**src/rtl/swstat_pkg.sv**
```systemverilog
package swstat_pkg;

	localparam int DEPTH       = 64;
	localparam int SAMPLE_BITS = 16;

	localparam int PTR_BITS    = (DEPTH > 1) ? $clog2(DEPTH) : 1;
	localparam int COUNT_BITS  = $clog2(DEPTH + 1);
	localparam int SUM_BITS    = SAMPLE_BITS + PTR_BITS;
	localparam int LENGTH_BITS = 7;
	localparam int LENGTH_RESET = 64;
	localparam int DIVC_BITS   = $clog2(SUM_BITS + 1);

	typedef enum logic [1:0] {
		ST_IDLE,
		ST_SCAN,
		ST_DIV,
		ST_DONE
	} state_t;

	// controller -> datapath
	typedef struct packed {
		logic start;
		logic scan;
		logic div_start;
		logic div_step;
		logic load_out;
	} ctrl_cmd_t;

	// datapath -> controller
	typedef struct packed {
		logic scan_done;
		logic div_done;
		logic out_free;
	} dp_status_t;

endpackage

```
**src/rtl/sliding_window_statistics.sv**
```systemverilog
// Sliding-window statistics over a stream of signed samples.
// Input channel: sample with sample_valid; the block drives sample_stall.
// A transaction completes on a rising edge with valid high and stall low.
// Output channel: window_count/min/max/sum/mean with result_valid; the
// receiver drives result_stall. One result transaction per input sample.
// From input transaction to result_valid, the sample goes through the scan
// of the ring memory (one read port, one entry a cycle, a read pipeline
// register), the start of the divider, SUM_BITS (22) steps of the serial
// divider for the mean, the exit from the divider and the load of the
// output register.
// One sample is worked on at a time: the controller goes back to idle
// before it takes the next, so a new sample is taken only after the last
// result has been loaded into the output register.
// The output register parts the two sides: a finished result waits there
// while the next sample is already taken and scanned; only the load of a
// new result waits for the receiver to lift result_stall, and sample_stall
// stays high until that load.
// window_length may be written while the block is idle; 0 acts as 1 and
// values above the depth act as the depth. Reset empties the window, sets
// the length to 64 and drops any pending result. The sample memory itself
// is not cleared; only written entries are ever read.
module sliding_window_statistics
	import swstat_pkg::*;
(
	input  logic                          clk,
	input  logic                          arst_n,
	input  logic                          sample_valid,
	output logic                          sample_stall,
	input  logic signed [SAMPLE_BITS-1:0] sample,
	input  logic                          window_length_write,
	input  logic [LENGTH_BITS-1:0]        window_length,
	output logic                          result_valid,
	input  logic                          result_stall,
	output logic [COUNT_BITS-1:0]         window_count,
	output logic signed [SAMPLE_BITS-1:0] window_min,
	output logic signed [SAMPLE_BITS-1:0] window_max,
	output logic signed [SUM_BITS-1:0]    window_sum,
	output logic signed [SAMPLE_BITS-1:0] window_mean
);

	ctrl_cmd_t  cmd;
	dp_status_t status;

	// sequencer: accept, scan, divide, hand over
	swstat_ctrl u_ctrl (
		.clk          (clk),
		.arst_n       (arst_n),
		.sample_valid (sample_valid),
		.sample_stall (sample_stall),
		.status       (status),
		.cmd          (cmd)
	);

	// ring memory, min/max/sum scan, divider and output register
	swstat_dp u_dp (
		.clk                 (clk),
		.arst_n              (arst_n),
		.cmd                 (cmd),
		.status              (status),
		.sample              (sample),
		.window_length_write (window_length_write),
		.window_length       (window_length),
		.result_valid        (result_valid),
		.result_stall        (result_stall),
		.window_count        (window_count),
		.window_min          (window_min),
		.window_max          (window_max),
		.window_sum          (window_sum),
		.window_mean         (window_mean)
	);

endmodule

```
**src/rtl/swstat_ctrl.sv**
```systemverilog
module swstat_ctrl
	import swstat_pkg::*;
(
	input  logic       clk,
	input  logic       arst_n,
	input  logic       sample_valid,
	output logic       sample_stall,
	input  dp_status_t status,
	output ctrl_cmd_t  cmd
);

	state_t state_q;
	state_t state_d;

	always_ff @(posedge clk or negedge arst_n) begin
		if (!arst_n) begin
			state_q <= ST_IDLE;
		end else begin
			state_q <= state_d;
		end
	end

	always_comb begin
		state_d = state_q;
		case (state_q)
			ST_IDLE: begin
				if (sample_valid) state_d = ST_SCAN;
			end
			ST_SCAN: begin
				if (status.scan_done) state_d = ST_DIV;
			end
			ST_DIV: begin
				if (status.div_done) state_d = ST_DONE;
			end
			ST_DONE: begin
				if (status.out_free) state_d = ST_IDLE;
			end
			default: begin
				state_d = ST_IDLE;
			end
		endcase
	end

	always_comb begin
		cmd          = '0;
		sample_stall = 1'b1;
		case (state_q)
			ST_IDLE: begin
				sample_stall = 1'b0;
				cmd.start    = sample_valid;
			end
			ST_SCAN: begin
				cmd.scan      = 1'b1;
				cmd.div_start = status.scan_done;
			end
			ST_DIV: begin
				cmd.div_step = !status.div_done;
			end
			ST_DONE: begin
				cmd.load_out = status.out_free;
			end
			default: begin
				cmd = '0;
			end
		endcase
	end

endmodule

```
**src/rtl/swstat_dp.sv**
```systemverilog
module swstat_dp
	import swstat_pkg::*;
(
	input  logic                          clk,
	input  logic                          arst_n,
	input  ctrl_cmd_t                     cmd,
	output dp_status_t                    status,
	input  logic signed [SAMPLE_BITS-1:0] sample,
	input  logic                          window_length_write,
	input  logic [LENGTH_BITS-1:0]        window_length,
	output logic                          result_valid,
	input  logic                          result_stall,
	output logic [COUNT_BITS-1:0]         window_count,
	output logic signed [SAMPLE_BITS-1:0] window_min,
	output logic signed [SAMPLE_BITS-1:0] window_max,
	output logic signed [SUM_BITS-1:0]    window_sum,
	output logic signed [SAMPLE_BITS-1:0] window_mean
);

	localparam int ST_BITS = PTR_BITS + 2;

	logic [SAMPLE_BITS-1:0] mem [DEPTH];

	logic [LENGTH_BITS-1:0] len_q;
	logic [PTR_BITS-1:0]    wp_q;
	logic [COUNT_BITS-1:0]  cnt_q;
	logic [PTR_BITS-1:0]    rd_addr_q;
	logic [COUNT_BITS-1:0]  left_q;
	logic                   rd_vld_s1;
	logic [SAMPLE_BITS-1:0] rd_data_s1;
	logic [DIVC_BITS-1:0]   div_cnt_q;
	logic                   out_valid_q;

	logic signed [SAMPLE_BITS-1:0] lo_q;
	logic signed [SAMPLE_BITS-1:0] hi_q;
	logic signed [SUM_BITS-1:0]    sum_q;
	logic [SUM_BITS-1:0]           quo_q;
	logic [COUNT_BITS-1:0]         rem_q;
	logic                          neg_q;

	logic [COUNT_BITS-1:0] limit;
	logic [COUNT_BITS:0]   cnt_inc;
	logic [COUNT_BITS-1:0] cnt_new;
	logic [PTR_BITS-1:0]   wp_next;
	logic [PTR_BITS-1:0]   rd_next;
	logic [ST_BITS-1:0]    start_raw;
	logic [PTR_BITS-1:0]   start_addr;
	logic [SUM_BITS-1:0]   sum_mag;
	logic [COUNT_BITS:0]   rem_shift;
	logic                  quo_bit;
	logic [COUNT_BITS:0]   rem_diff;
	logic [SUM_BITS-1:0]   mean_full;
	logic signed [SAMPLE_BITS-1:0] rd_val;
	logic signed [SUM_BITS-1:0]    rd_ext;

	// length of zero keeps the newest sample; above capacity clamps
	always_comb begin
		if (len_q == '0) begin
			limit = COUNT_BITS'(1);
		end else if (int'(len_q) > DEPTH) begin
			limit = COUNT_BITS'(DEPTH);
		end else begin
			limit = COUNT_BITS'(len_q);
		end
	end

	assign cnt_inc = {1'b0, cnt_q} + (COUNT_BITS + 1)'(1);
	assign cnt_new = (cnt_inc > {1'b0, limit}) ? limit : cnt_inc[COUNT_BITS-1:0];

	assign wp_next = (wp_q == PTR_BITS'(DEPTH - 1)) ? '0 : wp_q + PTR_BITS'(1);
	assign rd_next = (rd_addr_q == PTR_BITS'(DEPTH - 1)) ? '0 : rd_addr_q + PTR_BITS'(1);

	// oldest held entry: wp + 1 - count, modulo depth
	assign start_raw = ST_BITS'(wp_q) + ST_BITS'(DEPTH + 1) - ST_BITS'(cnt_new);
	assign start_addr = (start_raw >= ST_BITS'(DEPTH)) ?
		PTR_BITS'(start_raw - ST_BITS'(DEPTH)) : PTR_BITS'(start_raw);

	assign rd_val = $signed(rd_data_s1);
	assign rd_ext = {{(SUM_BITS - SAMPLE_BITS){rd_data_s1[SAMPLE_BITS-1]}}, rd_data_s1};

	assign sum_mag = sum_q[SUM_BITS-1] ? (~sum_q + SUM_BITS'(1)) : sum_q;

	// restoring divide, one quotient bit per step
	assign rem_shift = {rem_q, quo_q[SUM_BITS-1]};
	assign quo_bit   = (rem_shift >= {1'b0, cnt_q});
	assign rem_diff  = rem_shift - {1'b0, cnt_q};

	assign mean_full = neg_q ? (~quo_q + SUM_BITS'(1)) : quo_q;

	assign status.scan_done = (left_q == '0) && !rd_vld_s1;
	assign status.div_done  = (div_cnt_q == '0);
	assign status.out_free  = !out_valid_q || !result_stall;

	assign result_valid = out_valid_q;

	always_ff @(posedge clk) begin
		if (cmd.start) begin
			mem[wp_q] <= sample;
		end
		rd_data_s1 <= mem[rd_addr_q];
	end

	always_ff @(posedge clk or negedge arst_n) begin
		if (!arst_n) begin
			len_q       <= LENGTH_BITS'(LENGTH_RESET);
			wp_q        <= '0;
			cnt_q       <= '0;
			rd_addr_q   <= '0;
			left_q      <= '0;
			rd_vld_s1   <= 1'b0;
			div_cnt_q   <= '0;
			out_valid_q <= 1'b0;
		end else begin
			if (window_length_write) begin
				len_q <= window_length;
			end
			if (cmd.start) begin
				wp_q      <= wp_next;
				cnt_q     <= cnt_new;
				rd_addr_q <= start_addr;
				left_q    <= cnt_new;
			end else if (cmd.scan && left_q != '0) begin
				rd_addr_q <= rd_next;
				left_q    <= left_q - COUNT_BITS'(1);
			end
			rd_vld_s1 <= cmd.scan && (left_q != '0);
			if (cmd.div_start) begin
				div_cnt_q <= DIVC_BITS'(SUM_BITS);
			end else if (cmd.div_step) begin
				div_cnt_q <= div_cnt_q - DIVC_BITS'(1);
			end
			if (cmd.load_out) begin
				out_valid_q <= 1'b1;
			end else if (!result_stall) begin
				out_valid_q <= 1'b0;
			end
		end
	end

	always_ff @(posedge clk) begin
		if (cmd.start) begin
			lo_q  <= sample;
			hi_q  <= sample;
			sum_q <= '0;
		end else if (cmd.scan && rd_vld_s1) begin
			if (rd_val < lo_q) lo_q <= rd_val;
			if (rd_val > hi_q) hi_q <= rd_val;
			sum_q <= sum_q + rd_ext;
		end
		if (cmd.div_start) begin
			quo_q <= sum_mag;
			rem_q <= '0;
			neg_q <= sum_q[SUM_BITS-1];
		end else if (cmd.div_step) begin
			quo_q <= {quo_q[SUM_BITS-2:0], quo_bit};
			rem_q <= quo_bit ? rem_diff[COUNT_BITS-1:0] : rem_shift[COUNT_BITS-1:0];
		end
		if (cmd.load_out) begin
			window_count <= cnt_q;
			window_min   <= lo_q;
			window_max   <= hi_q;
			window_sum   <= sum_q;
			window_mean  <= $signed(mean_full[SAMPLE_BITS-1:0]);
		end
	end

endmodule
```
**config.mk**
```make
export PLATFORM = sky130hd
export DESIGN_NAME = sliding_window_statistics
export DESIGN_NICKNAME = d
export VERILOG_FILES = /design/src/rtl/swstat_pkg.sv /design/src/rtl/sliding_window_statistics.sv /design/src/rtl/swstat_ctrl.sv /design/src/rtl/swstat_dp.sv
export SDC_FILE = /design/constraint.sdc
export NUM_CORES = 2
export LEC_CHECK = 0
export BUFFER_PORTS_ARGS = -buffer_cell sky130_fd_sc_hd__buf_2
export CAP_MARGIN = 30
export CORE_UTILIZATION = 67
export DETAILED_ROUTE_END_ITERATION = 12
export MAX_ROUTING_LAYER = met4
export PLACE_DENSITY = 0.88
export REMOVE_ABC_BUFFERS = 1
export SLEW_MARGIN = 30
export SYNTH_ARGS = -nofsm -noshare
export SYNTH_HDL_FRONTEND = slang
export SYNTH_SLANG_ARGS = --single-unit
```
**constraint.sdc**
```tcl
create_clock -name clk -period 18.2 [get_ports clk]
set_input_delay 5.46 -clock clk [delete_from_list [all_inputs] [get_ports clk]]
set_output_delay 5.46 -clock clk [all_outputs]
set_load 0.01 [all_outputs]
```
==> results.toml <==
[sta]
min_period_ns = 7.468
final_hold_viol_count = 0
period_share_pct = 41.03
grt_setup_unrepaired = "false"
worstMarginPinSlew_ns = 1.057
drv_slew = 0
setup_viol = 0
fmax_mhz = 133.9
setup_tns_ns = 0
slew-limit-headroom_pct = 29.51
finClkSkew_ns = 0.05147

[worst_setup_path]
critPathMaxStageDelay_ns = 0.97
startpoint = "sample_valid"
critical_path_class = "in -> reg"
cp-end-kind = "register"
rr_startpoint = "u_dp.rd_addr_q[1]$_DFFE_PN0P_"
reg2reg_depth = 6
rrSetupSlack_ns = 13.24
worst_path_max_delay_cell = "nor2_2"
rr_endpoint = "u_dp.rd_data_s1[11]$_DFF_P_"
cp-endpoint = "u_dp.mem[61][10]$_DFFE_PP_"
critPathMaxFanout = 25
required_ns = 18.53
path_cells = "buf_2 > and2_2 > nand4_1 > nor2_2"
cp-start-kind = "input port"
arrival_ns = 7.80

[global_routing]
antenna_found_initial = 4
grt_pass1_wl_mm = 193.4
grt_use_total_pct = 37.54
grt_start_max_net_pins = 108
first_global_vias = 28019
gr-total-overflow = 0

[die]
die_h_microns = 275.7
top_level_ports = 107
dieArea_sq_um = 76000
rows = 99
fp.dieW_microns = 275.7
coreArea_sq_um = 73580
start_util_pct = 68.21

[clocking]
clockRootBuffer = "clkbuf_16"
clk_latency_ns = 0.72
cts-htree-levels = 3
cts_buffer_depth = 3
cts_sinks = 1243
cts_tree = "yes"
cts_made_buffers = 113
clkTransAtPathRegs_ns = 0.07
cts_hold_buffers = 0
cts_setup_buffers = 0
cts_resized = 0

[drt]
wirelength_mm = 135.6
top_layer = "met4"
vias_per_cell = 7.185
postRouteAntennaNets = 0
drcViolationCount = 0
dr_wl_met3_mm = 15.38
wl_per_cell_microns = 34.85
via_count = 27965
wl_met1_mm = 44.12
dr_wl_met2_mm = 68.02
drt-pass1-iter-count = 9
dr.first_iter.drc_count = 4644

[final_layout]
multi_input_area_sq_um = 12850
filler_cell_count = 3616
regArea_sq_um = 36680
finalCoreUtilization_pct = 76.41
final_cell_mix = "edfxtp_1, mux4_2, nand2_1"
layout-drive-gt1-share_pct = 25.37
final_common_cell = "edfxtp_1"
syn_to_final_growth_pct = 12.03
nets = 2945

[yosys]
async_flop_share_pct = 3.379
synth_seq_cells = 1243
synth_warnings = 0
synthFlopType = "edfxtp_1"
synthDistinctLibCells = 64
synth_top_area_share_pct = 69.17
netlist_instances = 2632
synth-edff-count = 1156
synth_area_leaders = "edfxtp_1, mux4_2, ha_1"
syn_avg_cell_area_sq_um = 19.07
synth_area_sq_um = 50190
synth_area_leader_cell = "edfxtp_1"
ys_seq_area_share_pct = 73.06

[power]
power_density_nw_per_um2 = 164.0
vdd_drop_max_uv = 143.3
p_leak_nw = 18.89

[place]
portBuffers = 106
gp_congestion = 0.8894
hpwl_mm = 72.34

[flow_run]
maxCapViolations = 0

[hold_path]
hold_class = "reg -> reg"

[outcome]
status = "finished, final reports clean"
## flip-flops by register name (all words and copies together), names as in the netlist, 6 cells and up
register	count
u_dp.window_min	16
u_dp.wp_q	6
u_dp.quo_q	22
u_dp.left_q	7
u_dp.len_q	7
u_dp.window_sum	22
u_dp.mem	1024
u_dp.rd_addr_q	6
u_dp.sum_q	22
u_dp.rem_q	7
u_dp.window_max	16
u_dp.rd_data_s1	16
u_dp.hi_q	16
u_dp.lo_q	16
u_dp.cnt_q	7
u_dp.window_count	7
u_dp.window_mean	16
## synth_stat cells (5+ instances only)
cell type,count
nor2_1,114
nand3_1,25
a211oi_1,10
or4_1,6
clkbuf_1,97
mux4_2,320
a22oi_1,34
mux2_2,7
dfrtp_1,41
a21oi_1,73
nor3_1,15
nand2b_1,14
nand4_1,12
o31ai_1,9
edfxtp_1,1156
buf_1,27
xor2_1,28
dfxtp_1,45
inv_1,72
xnor2_1,44
and3_1,5
or3_1,6
ha_1,88
a31oi_1,5
nor2b_1,9
or2_2,7
o21ai_0,69
mux2i_1,10
a21o_1,21
nor4_1,6
nand2_1,185
## per-layer routing
| metal | GRT usage (%) | vias up |
|---|---|---|
| met4 | 17.61 | 0 |
| met5 | - | - |
| li1 | - | 10995 |
| met1 | 45.88 | 14087 |
| met2 | 60.63 | 2384 |
| met3 | 7.856 | 499 |
## layout make-up
| type | instances | area share (%) |
|---|---|---|
| clock inverters | 81 | 1.613 |
| repair buffers | 204 | 2.359 |
| well taps | 959 | 2.134 |
| clock buffers | 133 | 5.276 |
| flip-flops and latches | 1243 | 65.24 |
| diodes | 8 | 0.03561 |
| inverters | 72 | 0.4807 |
| multi-input cells | 1192 | 22.86 |
## critical path: cells and delay by family
kind,cells,cell delay [ns]
simple gates,3,2.18
buf+inv,1,0.12
## worst min-delay path by stage
stage / end / from / slack, ns / cells after the start
4_1_cts: u_dp.window_min[1]$_DFFE_PP_ / u_dp.lo_q[1]$_DFFE_PP_ / 0.47 / 0
3_3_place_gp: u_dp.rem_q[6]$_SDFFE_PP0P_ / u_dp.rem_q[6]$_SDFFE_PP0P_ / 0.45 / 2
6_report: u_dp.window_min[1]$_DFFE_PP_ / u_dp.lo_q[1]$_DFFE_PP_ / 0.47 / 0
2_1_floorplan: u_dp.window_max[10]$_DFFE_PP_ / u_dp.hi_q[10]$_DFFE_PP_ / 0.43 / 0
3_5_place_dp: u_dp.window_min[5]$_DFFE_PP_ / u_dp.lo_q[5]$_DFFE_PP_ / 0.44 / 0
5_1_grt: u_dp.window_min[0]$_DFFE_PP_ / u_dp.lo_q[0]$_DFFE_PP_ / 0.48 / 0
## cell families (layout without fill, tap and decap cells)
kind of cell | count (synthesis) | in the layout | share of synthesized area (%)
AOI/OAI and AO/OA | 265 | 265 | 3.316
DFF | 1243 | 1243 | 73.06
buffers and inverters | 197 | 490 | 1.476
and+or+nand+nor | 427 | 427 | 3.859
other | 0 | 8 | 0
muxes | 337 | 337 | 14.72
xor gates and xnor gates | 72 | 72 | 1.257
adders and majority gates | 91 | 91 | 2.314
## where the power goes
group | switching, mW | leakage [nW] | internal, mW
Sequential | 0.278 | 11.3 | 3.41
Clock | 1.10 | 1.90 | 1.41
Combinational | 1.74 | 5.67 | 1.27
## per-stage QoR
stage	worst slack, ns	total power, mW	instances	cell area [sq um]	hold WS (ns)
final	10.73	9.221	3892	56220	0.4670
after CTS	10.85	9.111	3883	56150	0.4660
after floorplan	6.511	6.027	2507	49720	0.4264
after detailed placement	10.12	6.561	3669	52270	0.4391
after global routing	10.64	9.503	3890	56220	0.4771
after global placement	9.979	6.417	3669	52250	0.4463
No activity file was read; power rests on OpenSTA's default activity.
